<file path="config.mk">
export PLATFORM = sky130hd
export DESIGN_NAME = multi_stack_shared_pool
export DESIGN_NICKNAME = d
export VERILOG_FILES = /design/src/rtl/core/msp_pkg.sv /design/src/rtl/core/multi_stack_shared_pool.sv
export SDC_FILE = /design/constraint.sdc
export NUM_CORES = 2
export LEC_CHECK = 0
export BUFFER_PORTS_ARGS = -buffer_cell sky130_fd_sc_hd__buf_2
export CORE_MARGIN = 10
export CORE_UTILIZATION = 39
export CTS_BUF_LIST = sky130_fd_sc_hd__clkbuf_2
export CTS_CLUSTER_DIAMETER = 150
export CTS_CLUSTER_SIZE = 25
export DETAILED_ROUTE_END_ITERATION = 10
export PLACE_DENSITY = 0.63
export SKIP_CTS_REPAIR_TIMING = 1
export SYNTH_ARGS = -nofsm -noshare
export SYNTH_HDL_FRONTEND = slang
export SYNTH_SLANG_ARGS = --single-unit
</file>
<file path="constraint.sdc">
create_clock -name clk_i -period 8.1 [get_ports clk_i]
set_input_delay 1.215 -clock clk_i [delete_from_list [all_inputs] [get_ports clk_i]]
set_output_delay 1.215 -clock clk_i [all_outputs]
set_load 0.01 [all_outputs]
</file>
<file path="src/rtl/core/msp_pkg.sv">
// ----------------------------------------------------------------------------
// msp_pkg: shared types and codes of the multi-stack slot pool
// Request and response structs plus the operation and status codes.
// ----------------------------------------------------------------------------
package msp_pkg;

  // Width of the fixed request and response fields.
  localparam int FUNC_W     = 2;
  localparam int STACK_ID_W = 2;
  localparam int VALUE_W    = 32;
  localparam int STATUS_W   = 2;

  // Number of stacks that the stack number field can address.
  localparam int STACK_IDS = 2 ** STACK_ID_W;

  // Operation codes; the fourth code is ignored.
  localparam logic [FUNC_W-1:0] FUNC_PUSH = 2'd0;
  localparam logic [FUNC_W-1:0] FUNC_POP  = 2'd1;
  localparam logic [FUNC_W-1:0] FUNC_PEEK = 2'd2;
  localparam logic [FUNC_W-1:0] FUNC_NOP  = 2'd3;

  // Status codes.
  localparam logic [STATUS_W-1:0] STATUS_OK       = 2'd0;
  localparam logic [STATUS_W-1:0] STATUS_OVERFLOW = 2'd1;
  localparam logic [STATUS_W-1:0] STATUS_EMPTY    = 2'd2;

  typedef struct packed {
    logic [FUNC_W-1:0]            func;
    logic [STACK_ID_W-1:0]        stack_id;
    logic signed [VALUE_W-1:0]    push_value;
  } req_t;

  typedef struct packed {
    logic [STATUS_W-1:0]          status;
    logic signed [VALUE_W-1:0]    top_value;
  } rsp_t;

endpackage

</file>
<file path="src/rtl/core/multi_stack_shared_pool.sv">
// ----------------------------------------------------------------------------
// multi_stack_shared_pool: several stacks sharing one linked slot pool
// Push, pop and peek on one of up to four stacks, with a free list of slots.
// ----------------------------------------------------------------------------
// Usage:
//   A request (operation, stack number, push value) enters on in_req_i when
//   in_valid_i is high and in_stall_o is low. Exactly one response (status,
//   top value) leaves on out_rsp_o, taken when out_valid_o is high and
//   out_stall_i is low.
//   In the accept cycle of a request the slot memories are read at the
//   free head or the stack top; when the request finishes, the link and
//   data memories are written back and the response is registered. The
//   slot memories are read through registers, so the block takes no new
//   request until the current one has finished.
//   The response leaves from its register once the request finishes. If the
//   receiver stalls, the finished request is held in its working register
//   and the input stays stalled until the response register is free.
//   After reset all stacks are empty and the free list runs through all
//   slots in order. No clearing pass is needed: a fill count marks which
//   slots have ever been linked, and untouched slots read as linked to the
//   next slot.
// ----------------------------------------------------------------------------
module multi_stack_shared_pool #(
  parameter int SLOTS     = 64,
  parameter int STACKS    = 4,
  parameter int DATA_BITS = 32
) (
  input  logic           clk_i,
  input  logic           rst_ni,
  input  logic           in_valid_i,
  output logic           in_stall_o,
  input  msp_pkg::req_t  in_req_i,
  output logic           out_valid_o,
  input  logic           out_stall_i,
  output msp_pkg::rsp_t  out_rsp_o
);

  localparam int LINK_W = $clog2(SLOTS + 1);
  localparam int ADDR_W = $clog2(SLOTS);
  localparam int HEADS  = (STACKS < msp_pkg::STACK_IDS) ? STACKS : msp_pkg::STACK_IDS;
  localparam int HEAD_W = (HEADS > 1) ? $clog2(HEADS) : 1;
  localparam logic [LINK_W-1:0] NULL_SLOT = LINK_W'(SLOTS);

  // Control state.
  logic                busy_q;
  logic                out_valid_q;
  logic [LINK_W-1:0]   free_head_q, free_head_d;
  logic [LINK_W-1:0]   fill_q, fill_d;
  logic [LINK_W-1:0]   head_q [HEADS];

  // Request in flight.
  msp_pkg::req_t       req_q;
  logic [LINK_W-1:0]   slot_q;
  msp_pkg::rsp_t       out_rsp_q, rsp_d;

  // Slot memories and their read registers.
  logic [LINK_W-1:0]           link_mem [SLOTS];
  logic [DATA_BITS-1:0]        data_mem [SLOTS];
  logic [LINK_W-1:0]           rd_link_q;
  logic signed [DATA_BITS-1:0] rd_data_q;

  logic                in_acc;
  logic                in_sid_ok;
  logic [LINK_W-1:0]   in_head;
  logic [LINK_W-1:0]   in_slot;
  logic                in_slot_ok;

  logic                complete;
  logic                sid_ok;
  logic [HEAD_W-1:0]   hidx;
  logic                slot_ok;
  logic [LINK_W-1:0]   link_val;
  logic                head_we;
  logic [LINK_W-1:0]   head_wdata;
  logic                link_we;
  logic [LINK_W-1:0]   link_wdata;
  logic                data_we;

  // Accept side: pick the slot that the request works on.
  assign in_acc     = in_valid_i & ~busy_q;
  assign in_stall_o = busy_q;
  assign in_sid_ok  = int'(in_req_i.stack_id) < STACKS;
  assign in_head    = in_sid_ok ? head_q[in_req_i.stack_id[HEAD_W-1:0]] : NULL_SLOT;
  assign in_slot    = (in_req_i.func == msp_pkg::FUNC_PUSH) ? free_head_q : in_head;
  assign in_slot_ok = in_slot != NULL_SLOT;

  // Finish side: the request finishes when the response register can take it.
  assign complete = busy_q & (~out_valid_q | ~out_stall_i);
  assign sid_ok   = int'(req_q.stack_id) < STACKS;
  assign hidx     = req_q.stack_id[HEAD_W-1:0];
  assign slot_ok  = slot_q != NULL_SLOT;

  // Slots at or above the fill count were never linked and point to the next slot.
  assign link_val = (slot_q >= fill_q) ? LINK_W'(slot_q + 1'b1) : rd_link_q;

  // Update of the lists and the response.
  always_comb begin
    free_head_d = free_head_q;
    fill_d      = fill_q;
    head_we     = 1'b0;
    head_wdata  = slot_q;
    link_we     = 1'b0;
    link_wdata  = free_head_q;
    data_we     = 1'b0;
    rsp_d.status    = msp_pkg::STATUS_OK;
    rsp_d.top_value = '0;
    if (req_q.func != msp_pkg::FUNC_NOP && !sid_ok) begin
      rsp_d.status = msp_pkg::STATUS_EMPTY;
      if (req_q.func == msp_pkg::FUNC_PEEK) begin
        rsp_d.top_value = '1;
      end
    end else begin
      case (req_q.func)
        msp_pkg::FUNC_PUSH: begin
          if (!slot_ok) begin
            rsp_d.status = msp_pkg::STATUS_OVERFLOW;
          end else begin
            free_head_d = link_val;
            link_we     = 1'b1;
            link_wdata  = head_q[hidx];
            head_we     = 1'b1;
            head_wdata  = slot_q;
            data_we     = 1'b1;
            if (slot_q == fill_q) begin
              fill_d = LINK_W'(fill_q + 1'b1);
            end
          end
        end
        msp_pkg::FUNC_POP: begin
          if (!slot_ok) begin
            rsp_d.status = msp_pkg::STATUS_EMPTY;
          end else begin
            head_we     = 1'b1;
            head_wdata  = link_val;
            link_we     = 1'b1;
            link_wdata  = free_head_q;
            free_head_d = slot_q;
          end
        end
        msp_pkg::FUNC_PEEK: begin
          if (!slot_ok) begin
            rsp_d.status    = msp_pkg::STATUS_EMPTY;
            rsp_d.top_value = '1;
          end else begin
            rsp_d.top_value = msp_pkg::VALUE_W'(rd_data_q);
          end
        end
        default: begin
          rsp_d.status = msp_pkg::STATUS_OK;
        end
      endcase
    end
  end

  // Control registers.
  always_ff @(posedge clk_i or negedge rst_ni) begin
    if (!rst_ni) begin
      busy_q      <= 1'b0;
      out_valid_q <= 1'b0;
      free_head_q <= '0;
      fill_q      <= '0;
      for (int i = 0; i < HEADS; i++) begin
        head_q[i] <= NULL_SLOT;
      end
    end else begin
      if (in_acc) begin
        busy_q <= 1'b1;
      end else if (complete) begin
        busy_q <= 1'b0;
      end
      if (complete) begin
        out_valid_q <= 1'b1;
        free_head_q <= free_head_d;
        fill_q      <= fill_d;
        if (head_we) begin
          head_q[hidx] <= head_wdata;
        end
      end else if (!out_stall_i) begin
        out_valid_q <= 1'b0;
      end
    end
  end

  // Request and response payload.
  always_ff @(posedge clk_i) begin
    if (in_acc) begin
      req_q  <= in_req_i;
      slot_q <= in_slot;
    end
    if (complete) begin
      out_rsp_q <= rsp_d;
    end
  end

  // Link memory: read at acceptance, written when the request finishes.
  always_ff @(posedge clk_i) begin
    if (complete && link_we) begin
      link_mem[slot_q[ADDR_W-1:0]] <= link_wdata;
    end
    if (in_acc && in_slot_ok) begin
      rd_link_q <= link_mem[in_slot[ADDR_W-1:0]];
    end
  end

  // Data memory: a push writes the sign-extended value, a peek reads the top.
  always_ff @(posedge clk_i) begin
    if (complete && data_we) begin
      data_mem[slot_q[ADDR_W-1:0]] <= DATA_BITS'($signed(req_q.push_value));
    end
    if (in_acc && in_slot_ok) begin
      rd_data_q <= data_mem[in_slot[ADDR_W-1:0]];
    end
  end

  assign out_valid_o = out_valid_q;
  assign out_rsp_o   = out_rsp_q;

endmodule

</file>
Yosys cells after proc, flatten, opt, wreduce, memory -nomap -nowiden. Memories as Yosys holds them, arrays and structs flattened. A register that Yosys moved wholly into a read port is not among the register bits. Cells that the tools add are included.

Output and inout bits: 36. RAM bits: 2496. Latch bits: 0. Register bits: 121. Bits in read-only memories: 0. Input port bits: 40. Memories kept: 2.

Memory list: data_mem (depth 64, width 32, rd ports 1, clocked after memory_dff 1, write ports 1, line multi_stack_shared_pool.sv:58) `logic [DATA_BITS-1:0] data_mem [SLOTS];`; link_mem (depth 64, width 7, rd ports 1, clocked after memory_dff 1, write ports 1, line multi_stack_shared_pool.sv:57) `logic [LINK_W-1:0] link_mem [SLOTS];`.

Reduce and logical (&&, ||, !) cells: 13. Mux-type cells: 33. Order comparisons: 4. Bitwise operators: 8. Divide/modulo/power cells: 0. $add $sub $neg: 2. Equality and inequality tests: 8. Shift operators: 0. Multiply operators: 0.

Operator list (count): 2-to-1 mux 7 bit (13); 2-to-1 mux 32 bit (1); binary-select mux 7 bit (select 2 bit) (2); bitwise mux 28 bit (1); adder 7 x 1 -> 7 bit (second input constant) (2); demux 7 bit (select 2 bit) (1); != test 7 bit (second input constant) (2); case mux 7 bit (2 select lines) (1); 2-to-1 mux 1 bit (12); AND reduction 4 bit (2); equality test 7 bit (1); >= comparator 7 bit (1); >= comparator 3 bit (second input constant) (2); NOT 2 -> 3 bit (2); logical AND 1 bit (4); zero test 2 bit (2); != test 2 bit (second input constant) (2); case mux 2 bit (2 select lines) (1); nonzero test 2 bit (2); OR reduction 2 bit (2); less-than comparator 3 x 1 -> 1 bit (second input constant) (1); NOT 1 bit (3); AND 1 bit (2); equality test 2 x 1 -> 1 bit (second input constant) (1); 5 further kinds (5).

Logic depth before layout (Yosys ltp).
Word-level depth: 7. Gate-level depth with buffers: 16.

Worst setup path after synthesis. OpenSTA, ideal clock, no wires.

Path type: input to register. Start: input port out_stall_i. End: memory data_mem[31][0], enable pin. Setup time: 421 ps. Stages: 5. Arrival: 6103 ps. Path slack: 1576 ps. Path buffers: 1. Data required time: 7679 ps. Path through: a21boi_0 and3_1 buf_2 nand4_1 nor2_1.

Cells in the longest elaborated chain, start to end: 6.

Ends and longest elaborated chain: from (decl) (line multi_stack_shared_pool.sv:34) `input logic out_stall_i,`; NOT 1 bit (line multi_stack_shared_pool.sv:88) `assign complete = busy_q & (~out_valid_q | ~out_stall_i);`; OR 1 bit (line multi_stack_shared_pool.sv:88); AND 1 bit (line multi_stack_shared_pool.sv:88); logical AND 1 bit (line multi_stack_shared_pool.sv:207) `if (complete && data_we) begin`; 2-to-1 mux 1 bit (line multi_stack_shared_pool.sv:207); 2-to-1 mux 1 bit (implied by the code) (line multi_stack_shared_pool.sv:208) `data_mem[slot_q[ADDR_W-1:0]] <= DATA_BITS'($signed(req_q.push_value));`; to (decl) (line multi_stack_shared_pool.sv:58).

No other way between the ends.

Final worst setup path.
Start: register free_head_q[0]. End: register rd_data_q[20] (read register of data_mem) (data pin).

Cells in the longest elaborated chain, start to end: 3.

Ends and longest elaborated chain: from (decl) (line multi_stack_shared_pool.sv:47) `logic [LINK_W-1:0] free_head_q, free_head_d;`; from (signal assigned) (line multi_stack_shared_pool.sv:173) `free_head_q <= free_head_d;`; 2-to-1 mux 7 bit (*) (line multi_stack_shared_pool.sv:84) `assign in_slot = (in_req_i.func == msp_pkg::FUNC_PUSH) ? free_head_q : in_head;`; != test 7 bit (line multi_stack_shared_pool.sv:85) `assign in_slot_ok = in_slot != NULL_SLOT;`; logical AND 1 bit (line multi_stack_shared_pool.sv:210) `if (in_acc && in_slot_ok) begin`; to (decl) (line multi_stack_shared_pool.sv:60) `logic signed [DATA_BITS-1:0] rd_data_q;`.

Mark *: on every way between the ends. The rest lies on a longest branch, timed or not. A chain may end at the register's enable or synchronous reset.

==> impl_metrics.py <==
metrics = {
    "status": {
        "status": "complete, but fails checks",
        "violations": "slew limit",
    },
    "routing": {
        "via_count": 59200,
        "avgViaCountPerCell": 5.95,
        "first_iter_violations": 8829,
        "drcViolationCount": 0,
        "dr.pass1.iters": 8,
        "wl_mm": 299,
        "postRouteAntennaNets": 0,
        "post_drt_wl_per_cell_um": 30.0,
    },
    "critical_path": {
        "endpoint_kind": "flip-flop",
        "slowest_stage": "dfrtp_1",
        "r2r_slack_ps": 2730,
        "critPathKind": "reg -> reg",
        "timing.rr.start": "free_head_q[0]",
        "critical-path-max-stage-delay_ps": 690,
        "reg2reg_depth": 10,
        "required_ps": 9710,
        "startpoint_type": "flip-flop",
        "cp.arrival_ps": 6990,
        "path_cells": "nor3b_1 > a221oi_4 > inv_16 > buf_12 > buf_4 > mux4_2 > a22oi_1 > nand2_1 > a21oi_1 > a311oi_1",
        "r2r_end": "rd_data_q[20]",
        "worst-path-max-fanout": 125,
    },
    "die": {
        "die_w_um": 534,
        "fp.coreArea_um2": 263000,
        "pin_count": 76,
        "start_util": 0.392,
        "core.rowCount": 188,
        "die_h_um": 534,
        "die-area_um2": 285000,
    },
    "logic_synthesis": {
        "yosys_warnings": 0,
        "synth.distinct_cells": 64,
        "syn_inst": 6332,
        "syn_avg_cell_area_um2": 16.3,
        "synth_top_area_frac": 0.761,
        "synth_ff_type": "edfxtp_1",
        "synth-seq-area-share": 0.772,
        "synth-edff-count": 2612,
        "synth_seq_cells": 2656,
        "ys_top_cells_by_area": "edfxtp_1 76%, mux4_2 5.3%, nand2_1 4.8%, nand3_1 2.3%, mux2i_1 1.7%",
        "syn_area_um2": 103000,
        "yosysTopAreaCell": "edfxtp_1",
        "syn-num-nets": 6386,
        "asyncSetResetFlopFracSynth": 0.0166,
    },
    "placement": {
        "dp_slack_ps": 1920,
        "gp_congestion": 0.853,
        "post-dp-hpwl_mm": 171,
        "io_buffers": 75,
        "dpl_cell_area_um2": 108000,
    },
    "clocking": {
        "clkSinkCount": 2656,
        "cts_tree": "built",
        "clk_latency_ps": 1960,
        "cts.reportedPaths.clkPinSlew_ps": 500,
        "cts_made_buffers": 116,
        "cts.htree.levels": 3,
        "clock_path_buffers": 3,
        "cts_root_buf": "clkbuf_2",
    },
    "finish": {
        "syn2layout_area_growth_pct": 6.71,
        "drive_gt1_frac": 0.126,
        "final_area_um2": 110000,
        "fin_nets": 6449,
    },
    "worst_hold_path": {
        "hold_class": "in -> reg",
        "hold_end": "req_q[24]",
        "holdPathStages": 2,
        "hold_start": "in_req_i[24]",
    },
    "timing": {
        "rsz0062_at_grt": "no",
        "finalSetupTns_ps": 0,
        "fmax_ghz": 0.186,
        "finalHoldViolations": 0,
        "relSlewSlack": -0.0136,
        "setup_viol": 0,
        "min_period_over_period": 0.663,
        "period_needed_ps": 5370,
        "skew_ps": 315,
        "maxSlewViolCount": 1,
        "max_slew.worst_pin.slew_ps": 1520,
        "worst_slack_ps": 2730,
    },
    "global_route": {
        "grt.total_usage": 0.201,
        "grt_max_degree": 126,
        "gr-total-overflow": 0,
        "grt_pass1_wl_mm": 424,
        "grt_pass1_vias": 56700,
        "antenna_found_initial": 24,
    },
    "run": {
        "max_cap_violations": 0,
    },
    "power": {
        "peakVddDrop_mv": 0.315,
        "p_per_area_nw_per_um2": 299,
        "leakagePower_nw": 34.1,
    },
}
## per-stage QoR
stage / total power, W / utilization / hold slack, ps / std cells
floorplan: 0.0235 / - / 446 / 6332
global placement: 0.0284 / 0.412 / 462 / 9719
detailed placement: 0.0286 / 0.412 / 463 / 9720
CTS: 0.0327 / 0.416 / -817 / 9879
global route: 0.0339 / 0.418 / 52.0 / 9955
finish: 0.0329 / 0.418 / 115 / 9959
## where the power goes
part / internal (W) / switching [W] / leakage (nW) / total [W]
clock: 0.000529 / 0.00381 / 0.673 / 0.00433
sequential: 0.0164 / 0.000394 / 24.1 / 0.0168
combinational: 0.00325 / 0.00849 / 9.35 / 0.0117
## placed cells by master, fill, tap and decap left out, types with 14 or more instances in the layout
cell,netlist,routed
a22oi_1,104,104
edfxtp_1,2612,2612
a21oi_1,54,54
dlygate4sd3_1,0,71
buf_4,24,180
nand2_1,1323,1323
mux4_2,242,242
a32oi_1,125,125
a31oi_1,165,165
buf_2,113,75
nand3_1,476,476
buf_12,0,14
inv_1,20,20
dfrtp_1,40,40
o21ai_0,17,16
mux2_2,35,35
mux2i_1,173,171
ha_1,14,14
nand4_1,92,92
clkbuf_2,2,153
o21a_1,37,37
nor2_4,1,67
a311oi_1,33,30
nor2_1,212,146
a222oi_1,34,34
## synthesized netlist by cell type, drive strengths merged (92+ instances only)
| cell | number |
|---|---|
| edfxtp | 2612 |
| nand2 | 1323 |
| nand3 | 476 |
| mux4 | 242 |
| clkbuf | 223 |
| nor2 | 213 |
| buf | 173 |
| mux2i | 173 |
| a31oi | 165 |
| a32oi | 125 |
| a22oi | 104 |
| nand4 | 92 |
## how the worst max path moves through the flow
stage	start	end	slack [ps]	depth (start not counted)
global placement	in_req_i[32]	rd_data_q[20]	1930	11
finish	free_head_q[0]	rd_data_q[20]	2730	10
detailed placement	in_req_i[32]	rd_data_q[20]	1920	11
floorplan	out_stall_i	data_mem[31][0]	1580	5
CTS	free_head_q[0]	rd_data_q[20]	2870	10
global route	free_head_q[0]	rd_data_q[20]	2530	10
## critical path: cells and delay by family, from the launching register on
| family | cells | cell delay [ps] |
|---|---|---|
| buf+inv | 3 | 1560 |
| flops | 1 | 690 |
| mux | 1 | 560 |
| compound gates | 4 | 1240 |
| simple gates | 2 | 580 |
## registers in the layout, summed over array words and instances, names as in the netlist
name and count:
in_stall_o 1, hidx 2, fill_q 7, out_rsp_o 34
link_mem 448, rd_link_q 7, data_mem 2048, rd_data_q 32
head_q 28, free_head_q 7, out_valid_o 1, req_q 34
slot_q 7
## layer usage
metal	share of wire	global-route usage
met1	0.39	0.283
met2	0.46	0.317
met3	0.11	0.0366
met4	0.037	0.0680
met5	0.00047	0
## cells by family after synthesis
family / synth area share
adder cells (fa/ha/maj): 0.00170
flip-flops: 0.772
XOR/XNOR: 0.000680
AO/OA/AOI/OAI: 0.0456
buffers and inverters: 0.0188
AND/OR/NAND/NOR: 0.0876
multiplexers: 0.0737
## area by class of cell
| cell class | count | area [um^2] |
|---|---|---|
| fill | 23200 | 153000 |
| sequential | 2656 | 79500 |
| multi-input combinational | 3253 | 22300 |
| tap | 3515 | 4400 |
| timing repair buffer | 341 | 2730 |
| clock buffer | 153 | 766 |
| inverter | 27 | 125 |
| clock inverter | 6 | 78.8 |
| antenna | 8 | 20.0 |
Power figures use the tool's default switching activity.
